$ cat src/hdl/sma_pkg.sv
// Shared types and constants for the moving-average level meter.
// No dependencies; imported by sma_level and sample_moving_average_level.
package sma_pkg;

	// Threshold registers are fixed at 10 bits, four of them.
	localparam int LIMIT_W     = 10;
	localparam int LIMIT_COUNT = 4;
	localparam int CFG_IDX_W   = 2;

	// Level output: bands zero to four.
	localparam int LEVEL_W = 3;

	typedef logic [LIMIT_W-1:0]                  limit_t;
	typedef logic [LIMIT_COUNT-1:0][LIMIT_W-1:0] limit_set_t;
	typedef logic [LEVEL_W-1:0]                  level_t;

	// Reset values of the threshold registers, lowest band first.
	localparam limit_set_t LIMIT_RESET = {
		limit_t'(800), limit_t'(600), limit_t'(400), limit_t'(200)
	};

endpackage

$ cat src/hdl/sma_cell.sv
// One storage cell of the sample window shift chain.
// Depends on nothing; instantiated by sample_moving_average_level.
module sma_cell #(
	parameter int SAMPLE_BITS = 10
) (
	input  logic                   clk,
	input  logic                   arst_n,
	input  logic                   shift,
	input  logic [SAMPLE_BITS-1:0] d,
	output logic [SAMPLE_BITS-1:0] q
);

	logic [SAMPLE_BITS-1:0] sample_q;

	// The window starts empty, so every cell resets to zero.
	always_ff @(posedge clk or negedge arst_n) begin
		if (!arst_n) begin
			sample_q <= '0;
		end else if (shift) begin
			sample_q <= d;
		end
	end

	assign q = sample_q;

endmodule

$ cat src/hdl/sma_level.sv
// Output stage: registers the window average and its band index.
// Depends on sma_pkg; instantiated by sample_moving_average_level.
module sma_level
	import sma_pkg::*;
#(
	parameter int SAMPLE_BITS = 10
) (
	input  logic                   clk,
	input  logic                   arst_n,
	input  logic                   load,
	input  logic [SAMPLE_BITS-1:0] avg_in,
	input  limit_set_t             limits,
	input  logic                   out_ready,
	output logic                   out_valid,
	output logic [SAMPLE_BITS-1:0] average,
	output level_t                 level
);

	localparam int CMP_W = (SAMPLE_BITS > LIMIT_W) ? SAMPLE_BITS : LIMIT_W;

	logic [CMP_W-1:0]       avg_ext;
	level_t                 band;
	logic                   valid_q;
	logic [SAMPLE_BITS-1:0] average_q;
	level_t                 level_q;

	// The first threshold that the average does not exceed gives the band.
	always_comb begin
		avg_ext = CMP_W'(avg_in);
		band    = level_t'(LIMIT_COUNT);
		for (int k = LIMIT_COUNT - 1; k >= 0; k--) begin
			if (avg_ext <= CMP_W'(limits[k])) begin
				band = level_t'(k);
			end
		end
	end

	// Result word is held until the receiver takes it.
	always_ff @(posedge clk or negedge arst_n) begin
		if (!arst_n) begin
			valid_q <= 1'b0;
		end else if (load) begin
			valid_q <= 1'b1;
		end else if (out_ready) begin
			valid_q <= 1'b0;
		end
	end

	always_ff @(posedge clk) begin
		if (load) begin
			average_q <= avg_in;
			level_q   <= band;
		end
	end

	assign out_valid = valid_q;
	assign average   = average_q;
	assign level     = level_q;

endmodule

$ cat src/hdl/sample_moving_average_level.sv
// Top level of the moving-average level meter.
// Depends on sma_pkg, sma_cell and sma_level.
//
// Usage:
//   Input channel (in_valid, in_ready, sample) takes one converter word per
//   cycle while in_ready is high. Output channel (out_valid, out_ready, average,
//   level) gives one word per input: the mean of the last 2**WINDOW_LOG2
//   samples and its band from zero to four against the four threshold registers.
//   Thresholds are written through cfg_we, cfg_addr and cfg_data; the user must
//   write them only while the block is idle, which the block does not enforce.
//   They take effect on the next result. An accepted word is registered in
//   the sum stage, then in the output register. Throughput: one word per cycle
//   while the receiver keeps up, set by the add and subtract on the running
//   sum and the shift of the cell chain. A stalled receiver holds the output
//   word; the input keeps accepting until the sum stage is also full, then
//   in_ready drops. Reset clears the sample chain and the running sum to zero,
//   so early averages include zeros, and loads thresholds 200, 400, 600, 800.
module sample_moving_average_level
	import sma_pkg::*;
#(
	parameter int WINDOW_LOG2 = 4,
	parameter int SAMPLE_BITS = 10
) (
	input  logic                   clk,
	input  logic                   arst_n,
	input  logic                   cfg_we,
	input  logic [CFG_IDX_W-1:0]   cfg_addr,
	input  logic [LIMIT_W-1:0]     cfg_data,
	input  logic                   in_valid,
	output logic                   in_ready,
	input  logic [SAMPLE_BITS-1:0] sample,
	output logic                   out_valid,
	input  logic                   out_ready,
	output logic [SAMPLE_BITS-1:0] average,
	output level_t                 level
);

	localparam int WINDOW_LEN = 1 << WINDOW_LOG2;
	localparam int SUM_W      = SAMPLE_BITS + WINDOW_LOG2;

	limit_set_t             limits_q;
	logic                   valid_s1;
	logic [SUM_W-1:0]       sum_s1;
	logic                   out_free;
	logic                   accept;
	logic                   advance;
	logic [SAMPLE_BITS-1:0] chain [WINDOW_LEN+1];
	logic [SAMPLE_BITS-1:0] avg_s1;

	// Threshold registers.
	always_ff @(posedge clk or negedge arst_n) begin
		if (!arst_n) begin
			limits_q <= LIMIT_RESET;
		end else if (cfg_we) begin
			limits_q[cfg_addr] <= cfg_data;
		end
	end

	// Handshake: the sum stage moves on when the output register is free.
	assign out_free = !out_valid || out_ready;
	assign in_ready = !valid_s1 || out_free;
	assign accept   = in_valid && in_ready;
	assign advance  = valid_s1 && out_free;

	// Sample window as a shift chain; the last cell holds the oldest word.
	assign chain[0] = sample;

	for (genvar i = 0; i < WINDOW_LEN; i++) begin : g_cell
		sma_cell #(
			.SAMPLE_BITS(SAMPLE_BITS)
		) u_cell (
			.clk   (clk),
			.arst_n(arst_n),
			.shift (accept),
			.d     (chain[i]),
			.q     (chain[i+1])
		);
	end

	// Running sum gains the new word and drops the oldest one.
	always_ff @(posedge clk or negedge arst_n) begin
		if (!arst_n) begin
			valid_s1 <= 1'b0;
			sum_s1   <= '0;
		end else begin
			if (accept) begin
				valid_s1 <= 1'b1;
				sum_s1   <= sum_s1 + SUM_W'(sample) - SUM_W'(chain[WINDOW_LEN]);
			end else if (advance) begin
				valid_s1 <= 1'b0;
			end
		end
	end

	assign avg_s1 = sum_s1[SUM_W-1:WINDOW_LOG2];

	// Band compare and output register.
	sma_level #(
		.SAMPLE_BITS(SAMPLE_BITS)
	) u_level (
		.clk      (clk),
		.arst_n   (arst_n),
		.load     (advance),
		.avg_in   (avg_s1),
		.limits   (limits_q),
		.out_ready(out_ready),
		.out_valid(out_valid),
		.average  (average),
		.level    (level)
	);

endmodule
$ cat config.mk
export PLATFORM = sky130hd
export DESIGN_NAME = sample_moving_average_level
export DESIGN_NICKNAME = d
export VERILOG_FILES = /design/src/hdl/sma_pkg.sv /design/src/hdl/sma_cell.sv /design/src/hdl/sma_level.sv /design/src/hdl/sample_moving_average_level.sv
export SDC_FILE = /design/constraint.sdc
export NUM_CORES = 1
export LEC_CHECK = 0
export BUFFER_PORTS_ARGS = -buffer_cell sky130_fd_sc_hd__buf_2
export CORE_UTILIZATION = 64
export CTS_BUF_LIST = sky130_fd_sc_hd__clkbuf_8
export CTS_CLUSTER_DIAMETER = 50
export DETAILED_ROUTE_END_ITERATION = 10
export GPL_ROUTABILITY_DRIVEN = 0
export PLACE_DENSITY_LB_ADDON = 0.15
export SYNTH_ARGS = -nofsm -noshare
export SYNTH_HDL_FRONTEND = slang
export SYNTH_SLANG_ARGS = --single-unit
$ cat constraint.sdc
create_clock -name clk -period 3.7 [get_ports clk]
set_clock_uncertainty 0.1 [all_clocks]
set_input_delay 0.37 -clock clk [delete_from_list [all_inputs] [get_ports clk]]
set_output_delay 0.37 -clock clk [all_outputs]
set_load 0.02 [all_outputs]
==> results of run 1 <==
## how the worst min path moves through the flow
stage / end / slack, ps / cells after the start / startpoint
detailed placement: g_cell[12].u_cell.q[7]$_DFFE_PN0P_ / 350 / 2 / g_cell[11].u_cell.q[7]$_DFFE_PN0P_
CTS: limits_q[20]$_DFFE_PN0P_ / 20 / 2 / cfg_data[0]
global placement: g_cell[8].u_cell.q[2]$_DFFE_PN0P_ / 340 / 2 / g_cell[7].u_cell.q[2]$_DFFE_PN0P_
global route: g_cell[0].u_cell.q[7]$_DFFE_PN0P_ / 40 / 3 / sample[7]
floorplan: g_cell[0].u_cell.q[0]$_DFFE_PN0P_ / -30 / 0 / arst_n
finish: limits_q[10]$_DFFE_PN0P_ / 50 / 2 / cfg_data[0]
## state kept, by name (all words and copies together), names as in the netlist
name,count
u_level.out_valid,1
u_level.level,3
sum_s1,14
valid_s1,1
u_level.average,10
limits_q,40
g_cell.u_cell.q,160
## power groups by stage
stage	Sequential [W]	Clock, W	Combinational, W
final	0.00359	0.00229	0.00285
after global routing	0.00367	0.00246	0.00330
after CTS	0.00359	0.00235	0.00287
after detailed placement	0.00363	0	0.00283
after global placement	0.00361	0	0.00273
after floorplan	0.00356	0	0.00220
## metal layers
| layer | vias to the layer above | routed length [um] |
|---|---|---|
| met5 | - | 0 |
| met1 | 3338 | 9220 |
| li1 | 3613 | - |
| met4 | 0 | 334 |
| met2 | 125 | 8210 |
| met3 | 32 | 781 |
## cell families after synthesis
| family | synth area share |
|---|---|
| compound gates | 0.0636 |
| flops | 0.559 |
| buf+inv | 0.0476 |
| mux | 0.0346 |
| xor+xnor | 0.00506 |
| fa+ha+maj | 0.0843 |
| simple gates | 0.206 |
## timing repair
action | CTS | global route
hold endpoints to repair | 106 | 0
gates resized for setup | 0 | 0
hold buffers | 13 | 0
## cells in the final DEF (no fill, tap or decap), drive strengths merged, types with 2 or more instances in the layout
master	instances
edfxtp	13
nor2b	2
fa	10
o31ai	5
a211oi	4
nand2b	6
ha	54
clkinv	10
nor2	8
a21boi	3
dlygate4sd3	13
nand4	7
nand3b	3
o21ai	35
nor3	6
a21oi	17
o21a	5
inv	94
dfrtp	203
xnor2	5
a31oi	2
clkbuf	50
and2	3
nand3	6
a21o	17
a2111oi	2
buf	52
mux2	31
or3b	2
nor3b	2
nand2	490
dfstp	13
## worst max-delay path, cell delays in order (launching register included)
cell	delay (ps)
dfrtp_1	480
inv_1	90
fa_1	480
inv_1	40
ha_1	340
a2111oi_0	760
a21oi_1	200
o31a_1	270
o31ai_1	200
## final cells by class
cell class	instances	area share
sequential	229	0.494
clock inverter	19	0.0101
timing repair buffer	65	0.0385
multi-input combinational	740	0.348
tap	216	0.0230
inverter	87	0.0278
clock buffer	50	0.0585
## metrics by stage
stage,cell area (um2),hold slack (ps),util
detailed placement,10800,350,0.682
global route,11800,43.9,0.741
floorplan,10400,-25.6,-
CTS,11800,19.6,0.741
finish,11800,52.6,0.741
global placement,10800,345,0.682
==> results.md, run 1 <==
- Final Non-Filler Cells: 1406
- Final wirelength: 18500 um
- Top cells by count, synth: nand2_1 (490), dfrtp_1 (203), inv_1 (87)
- Post-CTS setup buffers: 0
- DRC Markers: 0
- Post-synth ARST share: 0.943
- Die ar.: 0.0168 mm2
- Syn nets: 1189
- Sequential Area: 0.00581 mm2
- Dpl cells: 1324
- R2R depth: 8
- Peak VDD IR: 0.380 mV
- Pre-CTS WS: 649 ps
- Core ar.: 0.0159 mm2
- Sink Count: 229
- Max Fclk: 325 MHz
- Detail Route Antenna Nets: 0
- Buffers added on ports: 41
- Critical Path Sink: sum_s1[12]$_DFFE_PN0P_
- WL per Instance: 13.2 um
- RSZ-0062 raised after global routing: false
- Outcome: completed
- Post-Syn Area: 0.0104 mm2
- Mapped Cells: 1098
- CP Max Fanout: 7
- Share of the yosys chip area belonging to registers: 0.559
- CTS root buf: clkbuf_8
- Netlist cell types: 52
- Top_reg_cell synth: dfrtp_1
- Internal power: 0.00571 W
- Remaining Overflow, GRT: 0
- Clock transition at path regs: 70 ps
- Nets: 1252
- Fillcell total: 1183
- Rows: 46
- Leading area contributor after synthesis: dfrtp_1
- Critical path class: flop to flop
- Yosys top cell area share: 0.489
- Initial antenna violation count: 0
- Clock H-tree levels: 2
- Average size of a mapped cell: 9.46 um2
- R2r startpoint: sum_s1[7]$_DFFE_PN0P_
- Setup TNS Final: 0 ps
- Pin count of the biggest net entering global routing: 107
- Most common cell in the netlist: nand2_1
- Yosys warns: 0
- Total Power: 0.00873 W
- Die W: 129 um
- GR Util met1: 0.347
- Largest cells by area after synthesis: dfrtp_1 (49%), nand2_1 (18%), ha_1 (6.5%)
- Proportion of layout cells with a drive suffix above 1: 0.139
- CTS Buffer Depth: 3
- M3 GR Usage: 0.0442
- Global Route Usage Sum: 0.240
- Kind of start point of the critical path: flop
- Initial Util: 0.654
- CP endpoint kind: flop
- P_sw: 0.00302 W
- N_diodes: 0
- DR pass1 iterations: 5
- Sw Ratio: 0.346
- Sequential share of power: 0.411
- Relative slew slack: 0.408
- LEAKAGE: 6.36 nW
- Clk Latency, worst-skew pair: 520 ps
- Tcrit/Tclk final: 0.832
- Worst min path class: input pin to flop
- Final setup vio count: 0
- Max-cap violations: 0
- Least-Margin Pin Slew: 865 ps
- Final Slew Violations: 0
- Data arrival, critical path: 3390 ps
- GR Util met2: 0.371
- GR peak layer: met2
- Clock power frac: 0.262
- Post-DR vias/cell: 5.06
- Total CTS buffers: 38
- Setup ws final: 622 ps
- First-pass GRT wire length: 31900 um
- I/O pin total: 42
- Via count: 7108
- Tmin final: 3080 ps
- Worst Path Required: 4010 ps
- Final HPWL DP: 11900 um
- Combinational power share: 0.327
- Reg2reg end: sum_s1[12]$_DFFE_PN0P_
- Area grow syn2layout: 13.2%
- Final Hold Viols: 0
- Critical Path Source: sum_s1[7]$_DFFE_PN0P_
- Power Dens Cells: 742 mW/mm2
- R2R Setup Slk: 620 ps
- Drt first-iter violations: 359
- Vias in the first global route: 6742
- TritonCTS clock tree: built
- Multi-input combinational cell area: 0.00410 mm2
- FF+latch count, synth: 229
- Post-synth EDFFs: 13
- Chip height: 129 um
(Power assumes the default switching activity.)
==> run 2, diff against run 1 <==
--- a/config.mk
+++ b/config.mk
@@ -5,8 +5,9 @@
 export SDC_FILE = /design/constraint.sdc
 export NUM_CORES = 1
 export LEC_CHECK = 0
+export ABC_AREA = 1
 export BUFFER_PORTS_ARGS = -buffer_cell sky130_fd_sc_hd__buf_2
-export CORE_UTILIZATION = 64
+export CORE_UTILIZATION = 58
 export CTS_BUF_LIST = sky130_fd_sc_hd__clkbuf_8
 export CTS_CLUSTER_DIAMETER = 50
 export DETAILED_ROUTE_END_ITERATION = 10
==> constraint.sdc (replaced) <==
create_clock -name clk -period 2.5 [get_ports clk]
set_clock_uncertainty 0.1 [all_clocks]
set_input_delay 0.25 -clock clk [delete_from_list [all_inputs] [get_ports clk]]
set_output_delay 0.25 -clock clk [all_outputs]
set_load 0.02 [all_outputs]
==> run 2 against run 1 <==
Net effect:
- die area rose by 14%
- cell count grew 8.0%
- routed wire length rose by 9.4%
- worst setup slack worse by 500 ps
- the flow now finishes with violations (design-rule violations)
- sequential share of layout area is 1.7 points lower
- sequential power increased by 48%
==> results.md, run 2 <==
- Final HPWL DP: 13200 um
- Max-cap violations: 0
- Data arrival, critical path: 2660 ps
- Post-synth ARST share: 0.943
- Max Fclk: 421 MHz
- Tmin final: 2370 ps
- Peak VDD IR: 0.512 mV
- DR pass1 iterations: 8
- Largest cells by area after synthesis: dfrtp_1 (47%), nand2_1 (12%), inv_1 (7.1%)
- TritonCTS clock tree: built
- Most common cell in the netlist: nand2_1
- CTS root buf: clkbuf_8
- Violations in the final reports: design-rule violations
- Least-Margin Pin Slew: 810 ps
- Kind of start point of the critical path: input pin
- Leading cell types in the layout, fill and taps excluded: nand2_1 (337), inv_1 (218), dfrtp_1 (203)
- CP endpoint kind: flop
- Yosys top cell area share: 0.471
- Share of the yosys chip area belonging to registers: 0.539
- Total Power: 0.0137 W
- Max FFs per register: 160
- Global Route Usage Sum: 0.227
- Mapped Cells: 1187
- Fin area: 0.0122 mm2
- Buffers added on ports: 41
- Core ar.: 0.0181 mm2
- Initial antenna violation count: 0
- Hold slack: 159 ps
- Proportion of layout cells with a drive suffix above 1: 0.140
- Final Slew Violations: 0
- CP Cell Sequence: dlygate4sd3_1 -> buf_2 -> inv_1 -> fa_1 -> fa_1 -> o21ai_4 -> nand3_1 -> nand3_1 -> nand2_1 -> nand3_1 -> nand2_1
- Syn nets: 1278
- Via count: 7531
- Commonest non-fill, non-tap cell in the layout: nand2_1
- Placed cell areas: 0.0112 mm2
- Worst min path class: input pin to asynchronous set/reset pin
- CP Max Fanout: 5
- RSZ-0062 raised after global routing: false
- Most frequent CP cell: nand3_1
- Initial Util: 0.597
- Remaining Overflow, GRT: 0
- Tcrit/Tclk final: 0.950
- Total CTS buffers: 40
- I/O pin total: 42
- R2R Setup Slk: 150 ps
- Outcome: finished with violations
- Final wirelength: 20300 um
- FF+latch count, synth: 229
- Sink Count: 229
- Vias in the first global route: 7428
- Worst Path Required: 2790 ps
- Post-Syn Area: 0.0108 mm2
- Yosys warns: 0
- Power Dens Cells: 1120 mW/mm2
- Post-synth EDFFs: 13
- Final setup vio count: 0
- Clock transition at path regs: 60 ps
- Rows: 49
- Netlist cell types: 35
- N_diodes: 0
- Slowest stage delay, CP: 550 ps
- Fillcell total: 1465
- Die ar.: 0.0192 mm2
- Clk Latency, worst-skew pair: 530 ps
- Detail Route Antenna Nets: 0
- DRC Markers: 14
- Final Hold Viols: 0
- Pin count of the biggest net entering global routing: 183
- CTS Buffer Depth: 3
- Clock H-tree levels: 2
- Die W: 138 um
- WL per Instance: 13.3 um
- Drt first-iter violations: 400
- First-pass GRT wire length: 35300 um
- Critical path class: input pin to flop
- Nets: 1353
- Top_reg_cell synth: dfrtp_1
- LEAKAGE: 6.22 nW
- Average size of a mapped cell: 9.09 um2
- Chip height: 138 um
- Area grow syn2layout: 13.0%
- CP max stage cell: dlygate4sd3_1
- Relative slew slack: 0.458
- Leading area contributor after synthesis: dfrtp_1
- Post-DR vias/cell: 4.96
- Top cells by count, synth: nand2_1 (337), inv_1 (204), dfrtp_1 (203)
- Setup TNS Final: 0 ps
run 2: worst paths after layout:
kind,end,cells after the start,start
min,limits_q[36]$_DFFE_PN0P_,2,arst_n
max reg2reg,sum_s1[12]$_DFFE_PN0P_,8,g_cell[15].u_cell.q[1]$_DFFE_PN0P_
min in group clk,valid_s1$_DFFE_PN0P_,4,in_valid
max in group asynchronous,g_cell[8].u_cell.q[7]$_DFFE_PN0P_,3,arst_n
min reg2reg,u_level.average[0]$_DFFE_PP_,0,sum_s1[4]$_DFFE_PN0P_
max,sum_s1[12]$_DFFE_PN0P_,11,sample[1]
run 2: critical path: cells and delay by family:
| family | cells | cell delay [ps] |
|---|---|---|
| fa+ha+maj | 2 | 1020 |
| buf+inv | 3 | 760 |
| simple gates | 5 | 390 |
| compound gates | 1 | 240 |
run 2: cell type report:
type / instances / area, um2 / share of cell area
clock buffers: 49 / 674 / 0.0553
clock inverters: 21 / 121 / 0.00996
inverters: 205 / 774 / 0.0635
multi-input cells: 707 / 3900 / 0.320
flip-flops and latches: 229 / 5810 / 0.477
well taps: 229 / 287 / 0.0235
repair buffers: 79 / 618 / 0.0507
run 2: cells by family after synthesis:
kind of cell,Yosys count,synth area share
flops,229,0.539
xor+xnor,3,0.00244
fa+ha+maj,64,0.0812
buf+inv,251,0.101
simple gates,409,0.150
compound gates,231,0.127
run 2: power breakdown:
group          total [W]  leakage [nW]  switching (W)  internal (W)
combinational    0.00506          2.87        0.00312       0.00194
sequential       0.00530          2.89       0.000520       0.00478
clock            0.00335         0.459        0.00148       0.00188
run 2: per-stage QoR:
stage / cells / setup WS, ps / utilization
after floorplan: 1187 / 342 / -
after global placement: 1427 / 211 / 0.617
after detailed placement: 1427 / 172 / 0.617
after CTS: 1519 / 148 / 0.673
after global routing: 1519 / 3.63 / 0.674
final: 1519 / 126 / 0.674
run 2: what timing repair did:
action / in CTS / in global routing
resized for setup: 0 / 2
endpoints found under the setup margin: 0 / 1
setup buffers: 0 / 0
hold buffers: 22 / 0
hold endpoints to repair: 127 / 0
run 2: metal layers:
metal	vias to the layer above	track usage	wire [um]
met1	3492	0.333	9990
li1	3861	-	-
met2	147	0.348	9020
met5	-	0	0
met4	0	0.0739	359
met3	31	0.0350	899
